**src/rtl/core/cttu_pkg.sv**
```systemverilog
package cttu_pkg;

    localparam int QUEUE_DEPTH = 4;

    localparam logic [7:0] CH_TAB       = 8'h09;
    localparam logic [7:0] CH_NEWLINE   = 8'h0a;
    localparam logic [7:0] CH_CR        = 8'h0d;
    localparam logic [7:0] CH_SPACE     = 8'h20;
    localparam logic [7:0] CH_LPAREN    = 8'h28;
    localparam logic [7:0] CH_RPAREN    = 8'h29;
    localparam logic [7:0] CH_COMMA     = 8'h2c;
    localparam logic [7:0] CH_DIGIT_LO  = 8'h30;
    localparam logic [7:0] CH_DIGIT_HI  = 8'h39;
    localparam logic [7:0] CH_UPPER_LO  = 8'h41;
    localparam logic [7:0] CH_UPPER_HI  = 8'h5a;
    localparam logic [7:0] CH_BACKSLASH = 8'h5c;
    localparam logic [7:0] CH_UNDERLINE = 8'h5f;
    localparam logic [7:0] CH_LOWER_LO  = 8'h61;
    localparam logic [7:0] CH_LOWER_HI  = 8'h7a;
    localparam logic [7:0] CH_PRINT_LO  = 8'h20;
    localparam logic [7:0] CH_PRINT_HI  = 8'h7e;

    localparam logic [1:0] TAG_NORMAL  = 2'd0;
    localparam logic [1:0] TAG_LITERAL = 2'd1;

    typedef enum logic [3:0] {
        KIND_END       = 4'd0,
        KIND_SYMBOL    = 4'd1,
        KIND_NUMBER    = 4'd2,
        KIND_COMMAND   = 4'd3,
        KIND_IDENT     = 4'd4,
        KIND_COMMA     = 4'd5,
        KIND_LPAREN    = 4'd6,
        KIND_RPAREN    = 4'd7,
        KIND_BACKSLASH = 4'd8,
        KIND_NEWLINE   = 4'd9,
        KIND_UNKNOWN   = 4'd10
    } t_kind;

    typedef enum logic [2:0] {
        RUN_NONE   = 3'b001,
        RUN_NUMBER = 3'b010,
        RUN_IDENT  = 3'b100
    } t_run;

    typedef struct packed {
        logic [7:0] char_value;
        logic [1:0] char_tag;
        logic       stream_end;
    } t_in_item;

    typedef struct packed {
        logic [7:0] out_char;
        t_kind      token_kind;
        logic       token_first;
        logic       token_last;
        logic [1:0] token_tag;
    } t_out_item;

    typedef struct packed {
        t_out_item res0;
        t_out_item res1;
        logic      two;
    } t_bundle;

endpackage

```
**src/rtl/core/command_text_tokenizer_unit.sv**
```systemverilog
// a punctuation or symbol beat is in the queue in the cycle after its character is taken
// digits, letters and underline are held until the next character or end of stream
// one character per cycle while full is low; results leave at one beat per cycle while pop is high and not empty;
// a character yields up to two beats, so full rises when the result queue backs up
// reset: synchronous active-low i_rst_n empties the queue and drops any held character
module command_text_tokenizer_unit #(
    parameter int QUEUE_DEPTH = cttu_pkg::QUEUE_DEPTH
) (
    input  logic                i_clk,
    input  logic                i_rst_n,
    input  logic                push,
    output logic                full,
    input  cttu_pkg::t_in_item  i_in_item,
    output logic                empty,
    input  logic                pop,
    output cttu_pkg::t_out_item o_out_item
);

    logic              q_push;
    logic              q_full;
    logic              q_pop;
    logic              q_empty;
    cttu_pkg::t_bundle q_wr_bundle;
    cttu_pkg::t_bundle q_head;

    assign full = q_full;

    cttu_front u_front (
        .i_clk      (i_clk),
        .i_rst_n    (i_rst_n),
        .i_push     (push),
        .i_item     (i_in_item),
        .i_q_full   (q_full),
        .o_q_push   (q_push),
        .o_q_bundle (q_wr_bundle)
    );

    cttu_queue #(
        .DEPTH (QUEUE_DEPTH)
    ) u_queue (
        .i_clk    (i_clk),
        .i_rst_n  (i_rst_n),
        .i_push   (q_push),
        .i_bundle (q_wr_bundle),
        .o_full   (q_full),
        .i_pop    (q_pop),
        .o_head   (q_head),
        .o_empty  (q_empty)
    );

    cttu_back u_back (
        .i_clk     (i_clk),
        .i_rst_n   (i_rst_n),
        .i_head    (q_head),
        .i_q_empty (q_empty),
        .o_q_pop   (q_pop),
        .i_pop     (pop),
        .o_empty   (empty),
        .o_item    (o_out_item)
    );

endmodule

```
**src/rtl/core/cttu_front.sv**
```systemverilog
module cttu_front (
    input  logic               i_clk,
    input  logic               i_rst_n,
    input  logic               i_push,
    input  cttu_pkg::t_in_item i_item,
    input  logic               i_q_full,
    output logic               o_q_push,
    output cttu_pkg::t_bundle  o_q_bundle
);

    logic           r_held_valid;
    logic [7:0]     r_held_char;
    logic           r_held_first;
    cttu_pkg::t_run r_run_mode;
    logic [1:0]     r_run_tag;
    logic           r_start_letter;

    logic           n_held_valid;
    logic [7:0]     n_held_char;
    logic           n_held_first;
    cttu_pkg::t_run n_run_mode;
    logic [1:0]     n_run_tag;
    logic           n_start_letter;

    logic                accept;
    logic [7:0]          c;
    logic                is_dig;
    logic                is_let;
    logic                is_idc;
    logic                held_emit;
    logic                held_last;
    logic                new_emit;
    cttu_pkg::t_kind     held_kind;
    cttu_pkg::t_out_item held_res;
    cttu_pkg::t_out_item new_res;

    assign accept = i_push && !i_q_full;
    assign c      = i_item.char_value;
    assign is_dig = (c >= cttu_pkg::CH_DIGIT_LO) && (c <= cttu_pkg::CH_DIGIT_HI);
    assign is_let = ((c >= cttu_pkg::CH_UPPER_LO) && (c <= cttu_pkg::CH_UPPER_HI))
                 || ((c >= cttu_pkg::CH_LOWER_LO) && (c <= cttu_pkg::CH_LOWER_HI));
    assign is_idc = is_dig || is_let || (c == cttu_pkg::CH_UNDERLINE);

    always_comb begin
        n_held_valid   = r_held_valid;
        n_held_char    = r_held_char;
        n_held_first   = r_held_first;
        n_run_mode     = r_run_mode;
        n_run_tag      = r_run_tag;
        n_start_letter = r_start_letter;
        held_emit      = r_held_valid;
        held_kind      = cttu_pkg::KIND_IDENT;
        held_last      = 1'b1;
        new_emit       = 1'b0;
        new_res        = '0;

        // decide the held character's kind from the incoming byte
        if (r_run_mode == cttu_pkg::RUN_NUMBER) begin
            held_kind = cttu_pkg::KIND_NUMBER;
            held_last = !is_dig;
        end else if (r_held_first && r_start_letter) begin
            if (!is_dig && is_idc) begin
                held_kind = cttu_pkg::KIND_IDENT;
                held_last = 1'b0;
            end else begin
                held_kind = cttu_pkg::KIND_COMMAND;
                held_last = 1'b1;
            end
        end else begin
            held_kind = cttu_pkg::KIND_IDENT;
            held_last = !is_idc;
        end

        if (i_item.stream_end) begin
            if (r_held_first && r_start_letter && r_run_mode != cttu_pkg::RUN_NUMBER) begin
                held_kind = cttu_pkg::KIND_COMMAND;
            end
            held_last                = 1'b1;
            new_emit                 = 1'b1;
            new_res.out_char         = '0;
            new_res.token_kind       = cttu_pkg::KIND_END;
            new_res.token_first      = 1'b1;
            new_res.token_last       = 1'b1;
            new_res.token_tag        = '0;
            n_held_valid             = 1'b0;
            n_held_first             = 1'b0;
            n_run_mode               = cttu_pkg::RUN_NONE;
            n_run_tag                = '0;
            n_start_letter           = 1'b0;
        end else if (r_held_valid && !held_last) begin
            n_held_char    = c;
            n_held_first   = 1'b0;
            n_start_letter = 1'b0;
        end else begin
            n_held_valid        = 1'b0;
            n_held_first        = 1'b0;
            n_run_mode          = cttu_pkg::RUN_NONE;
            n_run_tag           = '0;
            n_start_letter      = 1'b0;
            new_res.out_char    = c;
            new_res.token_first = 1'b1;
            new_res.token_last  = 1'b1;
            new_res.token_tag   = i_item.char_tag;
            new_res.token_kind  = cttu_pkg::KIND_SYMBOL;
            if (i_item.char_tag == cttu_pkg::TAG_NORMAL && (c == cttu_pkg::CH_SPACE
                    || c == cttu_pkg::CH_TAB || c == cttu_pkg::CH_CR)) begin
                new_emit = 1'b0;
            end else if (i_item.char_tag == cttu_pkg::TAG_LITERAL && !is_idc) begin
                new_emit = 1'b1;
            end else if (is_idc) begin
                n_held_valid   = 1'b1;
                n_held_char    = c;
                n_held_first   = 1'b1;
                n_run_mode     = is_dig ? cttu_pkg::RUN_NUMBER : cttu_pkg::RUN_IDENT;
                n_run_tag      = i_item.char_tag;
                n_start_letter = is_let;
            end else begin
                new_emit = 1'b1;
                case (c) inside
                    cttu_pkg::CH_COMMA:     new_res.token_kind = cttu_pkg::KIND_COMMA;
                    cttu_pkg::CH_LPAREN:    new_res.token_kind = cttu_pkg::KIND_LPAREN;
                    cttu_pkg::CH_RPAREN:    new_res.token_kind = cttu_pkg::KIND_RPAREN;
                    cttu_pkg::CH_BACKSLASH: new_res.token_kind = cttu_pkg::KIND_BACKSLASH;
                    cttu_pkg::CH_NEWLINE:   new_res.token_kind = cttu_pkg::KIND_NEWLINE;
                    [cttu_pkg::CH_PRINT_LO:cttu_pkg::CH_PRINT_HI]: begin
                        new_res.token_kind = cttu_pkg::KIND_SYMBOL;
                    end
                    default:                new_res.token_kind = cttu_pkg::KIND_UNKNOWN;
                endcase
            end
        end
    end

    always_comb begin
        held_res.out_char    = r_held_char;
        held_res.token_kind  = held_kind;
        held_res.token_first = r_held_first;
        held_res.token_last  = held_last;
        held_res.token_tag   = r_run_tag;
    end

    assign o_q_push        = accept && (held_emit || new_emit);
    assign o_q_bundle.res0 = held_emit ? held_res : new_res;
    assign o_q_bundle.res1 = new_res;
    assign o_q_bundle.two  = held_emit && new_emit;

    always_ff @(posedge i_clk) begin
        if (!i_rst_n) begin
            r_held_valid   <= 1'b0;
            r_held_first   <= 1'b0;
            r_run_mode     <= cttu_pkg::RUN_NONE;
            r_run_tag      <= '0;
            r_start_letter <= 1'b0;
        end else if (accept) begin
            r_held_valid   <= n_held_valid;
            r_held_first   <= n_held_first;
            r_run_mode     <= n_run_mode;
            r_run_tag      <= n_run_tag;
            r_start_letter <= n_start_letter;
        end
    end

    always_ff @(posedge i_clk) begin
        if (accept) begin
            r_held_char <= n_held_char;
        end
    end

`ifndef SYNTHESIS
    a_end_clears_held: assert property (@(posedge i_clk) disable iff (!i_rst_n)
        (accept && i_item.stream_end) |=> !r_held_valid)
        else $error("held character survives end of stream");

    a_held_has_run: assert property (@(posedge i_clk) disable iff (!i_rst_n)
        r_held_valid |-> (r_run_mode != cttu_pkg::RUN_NONE))
        else $error("held character without a run");
`endif

endmodule

```
**src/rtl/core/cttu_queue.sv**
```systemverilog
module cttu_queue #(
    parameter int DEPTH = cttu_pkg::QUEUE_DEPTH
) (
    input  logic              i_clk,
    input  logic              i_rst_n,
    input  logic              i_push,
    input  cttu_pkg::t_bundle i_bundle,
    output logic              o_full,
    input  logic              i_pop,
    output cttu_pkg::t_bundle o_head,
    output logic              o_empty
);

    localparam int PW = (DEPTH > 1) ? $clog2(DEPTH) : 1;
    localparam int CW = $clog2(DEPTH + 1);
    localparam logic [PW-1:0] LAST_PTR = PW'(DEPTH - 1);
    localparam logic [CW-1:0] FULL_CNT = CW'(DEPTH);

    cttu_pkg::t_bundle r_mem [DEPTH];
    logic [PW-1:0]     r_wr_ptr;
    logic [PW-1:0]     r_rd_ptr;
    logic [CW-1:0]     r_count;
    logic              wr_en;
    logic              rd_en;

    assign o_full  = (r_count == FULL_CNT);
    assign o_empty = (r_count == '0);
    assign wr_en   = i_push && !o_full;
    assign rd_en   = i_pop && !o_empty;
    assign o_head  = r_mem[r_rd_ptr];

    always_ff @(posedge i_clk) begin
        if (!i_rst_n) begin
            r_wr_ptr <= '0;
            r_rd_ptr <= '0;
            r_count  <= '0;
        end else begin
            if (wr_en) begin
                r_wr_ptr <= (r_wr_ptr == LAST_PTR) ? '0 : r_wr_ptr + 1'b1;
            end
            if (rd_en) begin
                r_rd_ptr <= (r_rd_ptr == LAST_PTR) ? '0 : r_rd_ptr + 1'b1;
            end
            if (wr_en && !rd_en) begin
                r_count <= r_count + 1'b1;
            end else if (rd_en && !wr_en) begin
                r_count <= r_count - 1'b1;
            end
        end
    end

    always_ff @(posedge i_clk) begin
        if (wr_en) begin
            r_mem[r_wr_ptr] <= i_bundle;
        end
    end

`ifndef SYNTHESIS
    a_count_bound: assert property (@(posedge i_clk) disable iff (!i_rst_n)
        r_count <= FULL_CNT)
        else $error("queue count out of range");

    a_no_push_when_full: assert property (@(posedge i_clk) disable iff (!i_rst_n)
        !(i_push && o_full))
        else $error("bundle pushed into a full queue");
`endif

endmodule

```
**src/rtl/core/cttu_back.sv**
```systemverilog
module cttu_back (
    input  logic                i_clk,
    input  logic                i_rst_n,
    input  cttu_pkg::t_bundle   i_head,
    input  logic                i_q_empty,
    output logic                o_q_pop,
    input  logic                i_pop,
    output logic                o_empty,
    output cttu_pkg::t_out_item o_item
);

    logic r_idx;
    logic take;

    assign o_empty = i_q_empty;
    assign o_item  = r_idx ? i_head.res1 : i_head.res0;
    assign take    = i_pop && !i_q_empty;
    assign o_q_pop = take && (r_idx || !i_head.two);

    always_ff @(posedge i_clk) begin
        if (!i_rst_n) begin
            r_idx <= 1'b0;
        end else if (take) begin
            r_idx <= !r_idx && i_head.two;
        end
    end

`ifndef SYNTHESIS
    a_second_beat_valid: assert property (@(posedge i_clk) disable iff (!i_rst_n)
        r_idx |-> (!i_q_empty && i_head.two))
        else $error("second beat selected without a two-result bundle");
`endif

endmodule
```
**config.mk**
```make
export PLATFORM = sky130hd
export DESIGN_NAME = command_text_tokenizer_unit
export DESIGN_NICKNAME = d
export VERILOG_FILES = /design/src/rtl/core/cttu_pkg.sv /design/src/rtl/core/command_text_tokenizer_unit.sv /design/src/rtl/core/cttu_front.sv /design/src/rtl/core/cttu_queue.sv /design/src/rtl/core/cttu_back.sv
export SDC_FILE = /design/constraint.sdc
export NUM_CORES = 1
export LEC_CHECK = 0
export ABC_AREA = 1
export BUFFER_PORTS_ARGS = -buffer_cell sky130_fd_sc_hd__buf_2
export CORE_ASPECT_RATIO = 0.5
export CORE_MARGIN = 5
export CORE_UTILIZATION = 46
export CTS_CLUSTER_DIAMETER = 40
export DETAILED_ROUTE_END_ITERATION = 8
export PLACE_DENSITY = 0.72
export SYNTH_ARGS = -nofsm -noshare
export SYNTH_HDL_FRONTEND = slang
export SYNTH_SLANG_ARGS = --single-unit
export TNS_END_PERCENT = 30
```
**constraint.sdc**
```tcl
create_clock -name i_clk -period 3.5 [get_ports i_clk]
set_input_delay 0 -clock i_clk [delete_from_list [all_inputs] [get_ports i_clk]]
set_output_delay 0 -clock i_clk [all_outputs]
set_load 0.005 [all_outputs]
```
==> metrics.md <==
| Metric | Value |
|---|---|
| Die ar. | `between 15000 and 20000 µm²` |
| Setup TNS | `0 ns` |
| Max IR drop VDD | `about 0.47 mV` |
| Sequential element share of the synthesized area | `between 60% and 70%` |
| CTS resizes | `0` |
| Worst hold slack | `0.03068 ns` |
| Worst path required time | `3.80 ns` |
| First-pass GRT wire length | `between 20000 and 25000 µm` |
| Leak pwr | `2.895 nW` |
| Syn Std Cell Area | `between 6000 and 7000 µm²` |
| Postcts setup bufs | `0` |
| Post-route DRC violation count | `0` |
| Num CTS Buffers | `17` |
| Vias | `4645` |
| Post-layout min period | `around 2.5 ns` |
| DRT antenna net count | `0` |
| FF+latch count, synth | `between 150 and 200` |
| Mean Syn Cell Area | `10.85 µm²` |
| P&R area growth vs syn | `16.72%` |
| CP max-delay cell | `dlygate4sd3_1` |
| Clock-pin slew of the registers on the worst-case setup and hold paths | `~0.06 ns` |
| GRT Util Overall | `between 10% and 20%` |
| Status | `completed` |
| Core Box Area | `approximately 14000 µm²` |
| Setup violations, final | `0` |
| Synth Net Count | `641` |
| Via/cell ratio | `roughly 5.3` |
| Gpl congestion | `about 0.95` |
| DR pass1 iterations | `5` |
| Total power draw | `roughly 5.6 mW` |
| Dominant cells by area after synthesis | `edfxtp_1 (61%), nor2_1 (7.1%), dfxtp_1 (5.4%)` |
| Top-count cell post-synth | `edfxtp_1` |
| Setup WS pre-CTS | `about 1.1 ns` |
| Clock Latency Late Sink | `approximately 0.42 ns` |
| Fmax achieved | `~400 MHz` |
| Yosys Warn Count | `0` |
| Htree depth | `4` |
| Worst hold path type | `in -> reg` |
| RSZ-0062 raised after global routing | `no` |
| Net Sw Frac | `a little under a third` |
| Number of global-route vias before repair | `4537` |
| Yosys top cell by area | `edfxtp_1` |
| Worst stage delay on the critical path | `between 0.5 and 0.6 ns` |
| Largest net degree at the start of global routing | `63` |
| Crit-path cells | `dlygate4sd3_1 -> buf_2 -> nor2_2 -> nand3_1 -> nand3_2 -> nand2_4 -> inv_2 -> nand2_2 -> nand3_1 -> nand2_2 -> inv_2 -> ha_1 -> inv_1 -> fa_1 -> a21oi_1 -> o21ai_0 -> o21ai_0 -> a21oi_1` |
| Clock Path Buffers | `2` |
| Layout cell share with drive strength beyond 1 | `between 10% and 20%` |
| Initial core utilization | `between 40% and 50%` |
| Cells after synthesis | `around 620` |
| Combinational power share | `between 20% and 30%` |
| CTS tree | `yes` |
| Total wire length | `about 15000 µm` |
| Startpoint Class | `input pin` |
| Dpl hpwl | `8989 µm` |
| Port Buf Inserts | `32` |
| Clock Power Share | `roughly a third` |
| Worst Setup End Kind | `flip-flop` |
| Synth top cells by count | `edfxtp_1 (136), nor2_1 (127), nand2_1 (74), o21ai_0 (69), inv_1 (33)` |
| CTS sink cnt | `154` |
| Final hold vios | `0` |
| Critical path arrival | `2.83 ns` |
| Die Y | `between 90 and 100 µm` |
| Flop pwr share | `around two fifths` |
| Power per cell area | `a little over 700 nW/µm²` |
| Max cap viols | `0` |
| Drt first-iter violations | `522` |
| Critical Path Fanout Max | `8` |
| GRT overflow | `0` |
| Post-synth EDFFs | `136` |
| Netlist cell types | `34` |
| P_sw | `roughly 1.8 mW` |
| Ant diodes | `0` |
| Pins Over Slew Limit | `0` |
| Main flop type after synthesis | `edfxtp_1` |
| Final Cycle Share | `around 72%` |
| Num ports | `33` |
| Setup Skew | `0.006389 ns` |
| Initial antenna violation count | `0` |
| Area share of the largest cell type after synthesis | `between 60% and 70%` |
| Ys async rst share | `0%` |
| Die extent in x | `between 150 and 200 µm` |
| Internal power | `~3.8 mW` |
| Fin nets | `a little under 700` |
| Rel. slew slack | `45.66%` |
| Row cnt | `31` |
| Critical path class | `in -> reg` |
| Worst-margin pin slew | `roughly 0.81 ns` |
| Final worst setup slack | `a little under 1 ns` |
| DR WL/cell | `approximately 17 µm` |
| CTS root buf | `clkbuf_16` |
[kinds of logic after synthesis]
family	after synthesis	share of synthesized area [%]
flip-flops	154	66.15
AO/OA/AOI/OAI	127	10.39
buffers and inverters	70	3.948
AND/OR/NAND/NOR	261	18.10
adder cells (fa/ha/maj)	7	1.415
[worst max-delay path, delay by kind of cell]
family                   cells  cell delay (ns)
adder cells (fa/ha/maj)      2             0.58
AO/OA/AOI/OAI                4             0.45
buffers and inverters        5             0.94
AND/OR/NAND/NOR              7             0.86
[worst paths after layout]
path                                                    startpoint  slack, ns  cells past startpoint                            endpoint
worst max register to register     u_queue.r_count[0]$_SDFFE_PN0P_       1.11                     10     u_queue.r_count[1]$_SDFFE_PN0P_
worst min-delay path                                           pop       0.03                      5           u_back.r_idx$_SDFFE_PN0P_
worst max-delay path                                  i_in_item[4]       0.97                     18     u_queue.r_count[2]$_SDFFE_PN0P_
worst min register to register  u_front.r_run_mode[1]$_SDFFE_PN0P_       0.46                      2  u_front.r_run_mode[1]$_SDFFE_PN0P_
[final cells by class]
cell class | instances | area (µm²)
timing repair buffer | 55 | 362.8
sequential | 154 | 4446
inverter | 45 | 171.4
clock inverter | 14 | 166.4
fill | 1181 | 6548
tap | 198 | 247.7
clock buffer | 18 | 429.2
multi-input combinational | 395 | 2019
[layer usage]
metal	GRT usage, %	up-vias	wire (µm)
li1	-	2254	-
met2	27.99	184	6499
met3	4.459	20	1275
met4	6.541	0	192
met1	24.33	2187	6560
met5	0	-	0
[state kept, by name (all words and copies together), names as in the netlist, named ones only]
name / cells
u_queue.r_count: 3
u_queue.r_wr_ptr: 2
u_front.r_held_first: 1
u_queue.r_rd_ptr: 2
u_front.held_emit: 1
u_front.r_run_mode: 3
u_front.r_start_letter: 1
u_front.r_run_tag: 2
u_queue.r_mem: 128
u_front.r_held_char: 8
u_back.r_idx: 1
[placed cells by master, fill, tap and decap left out, types with 6 or more instances in the layout]
cell type	n
nor2_4	12
nor2_1	123
a21oi_1	18
a31oi_1	16
edfxtp_1	136
inv_2	8
nand2_1	74
inv_1	33
dfxtp_1	17
o21ai_0	69
buf_4	11
clkbuf_16	17
buf_2	32
o22ai_1	15
nand3_1	26
dlygate4sd3_1	12
nor2_2	8
ha_1	6
[through the flow]
step	std cells	instance area, µm²	utilization [%]
floorplan	619	6719	-
global placement	835	7127	49.53
detailed placement	835	7127	49.53
CTS	879	7843	54.50
global route	879	7843	54.50
finish	879	7843	54.50
[repair_timing]
| item | 4_1_cts | 5_1_grt |
|---|---|---|
| hold buffers | 12 | 0 |
| endpoints found under the hold margin | 23 | 0 |
| endpoints found under the setup margin | 0 | 0 |
[power groups by stage]
stage          logic [mW]  registers [mW]  clock network [mW]
3_5_place_dp         1.48            2.33                   0
4_1_cts              1.50            2.29                1.85
6_report             1.48            2.29                1.83
5_1_grt              1.68            2.31                1.95
3_3_place_gp         1.45            2.32                   0
2_1_floorplan       0.949            2.31                   0
Note: power is estimated with default switching activity, not from simulation.
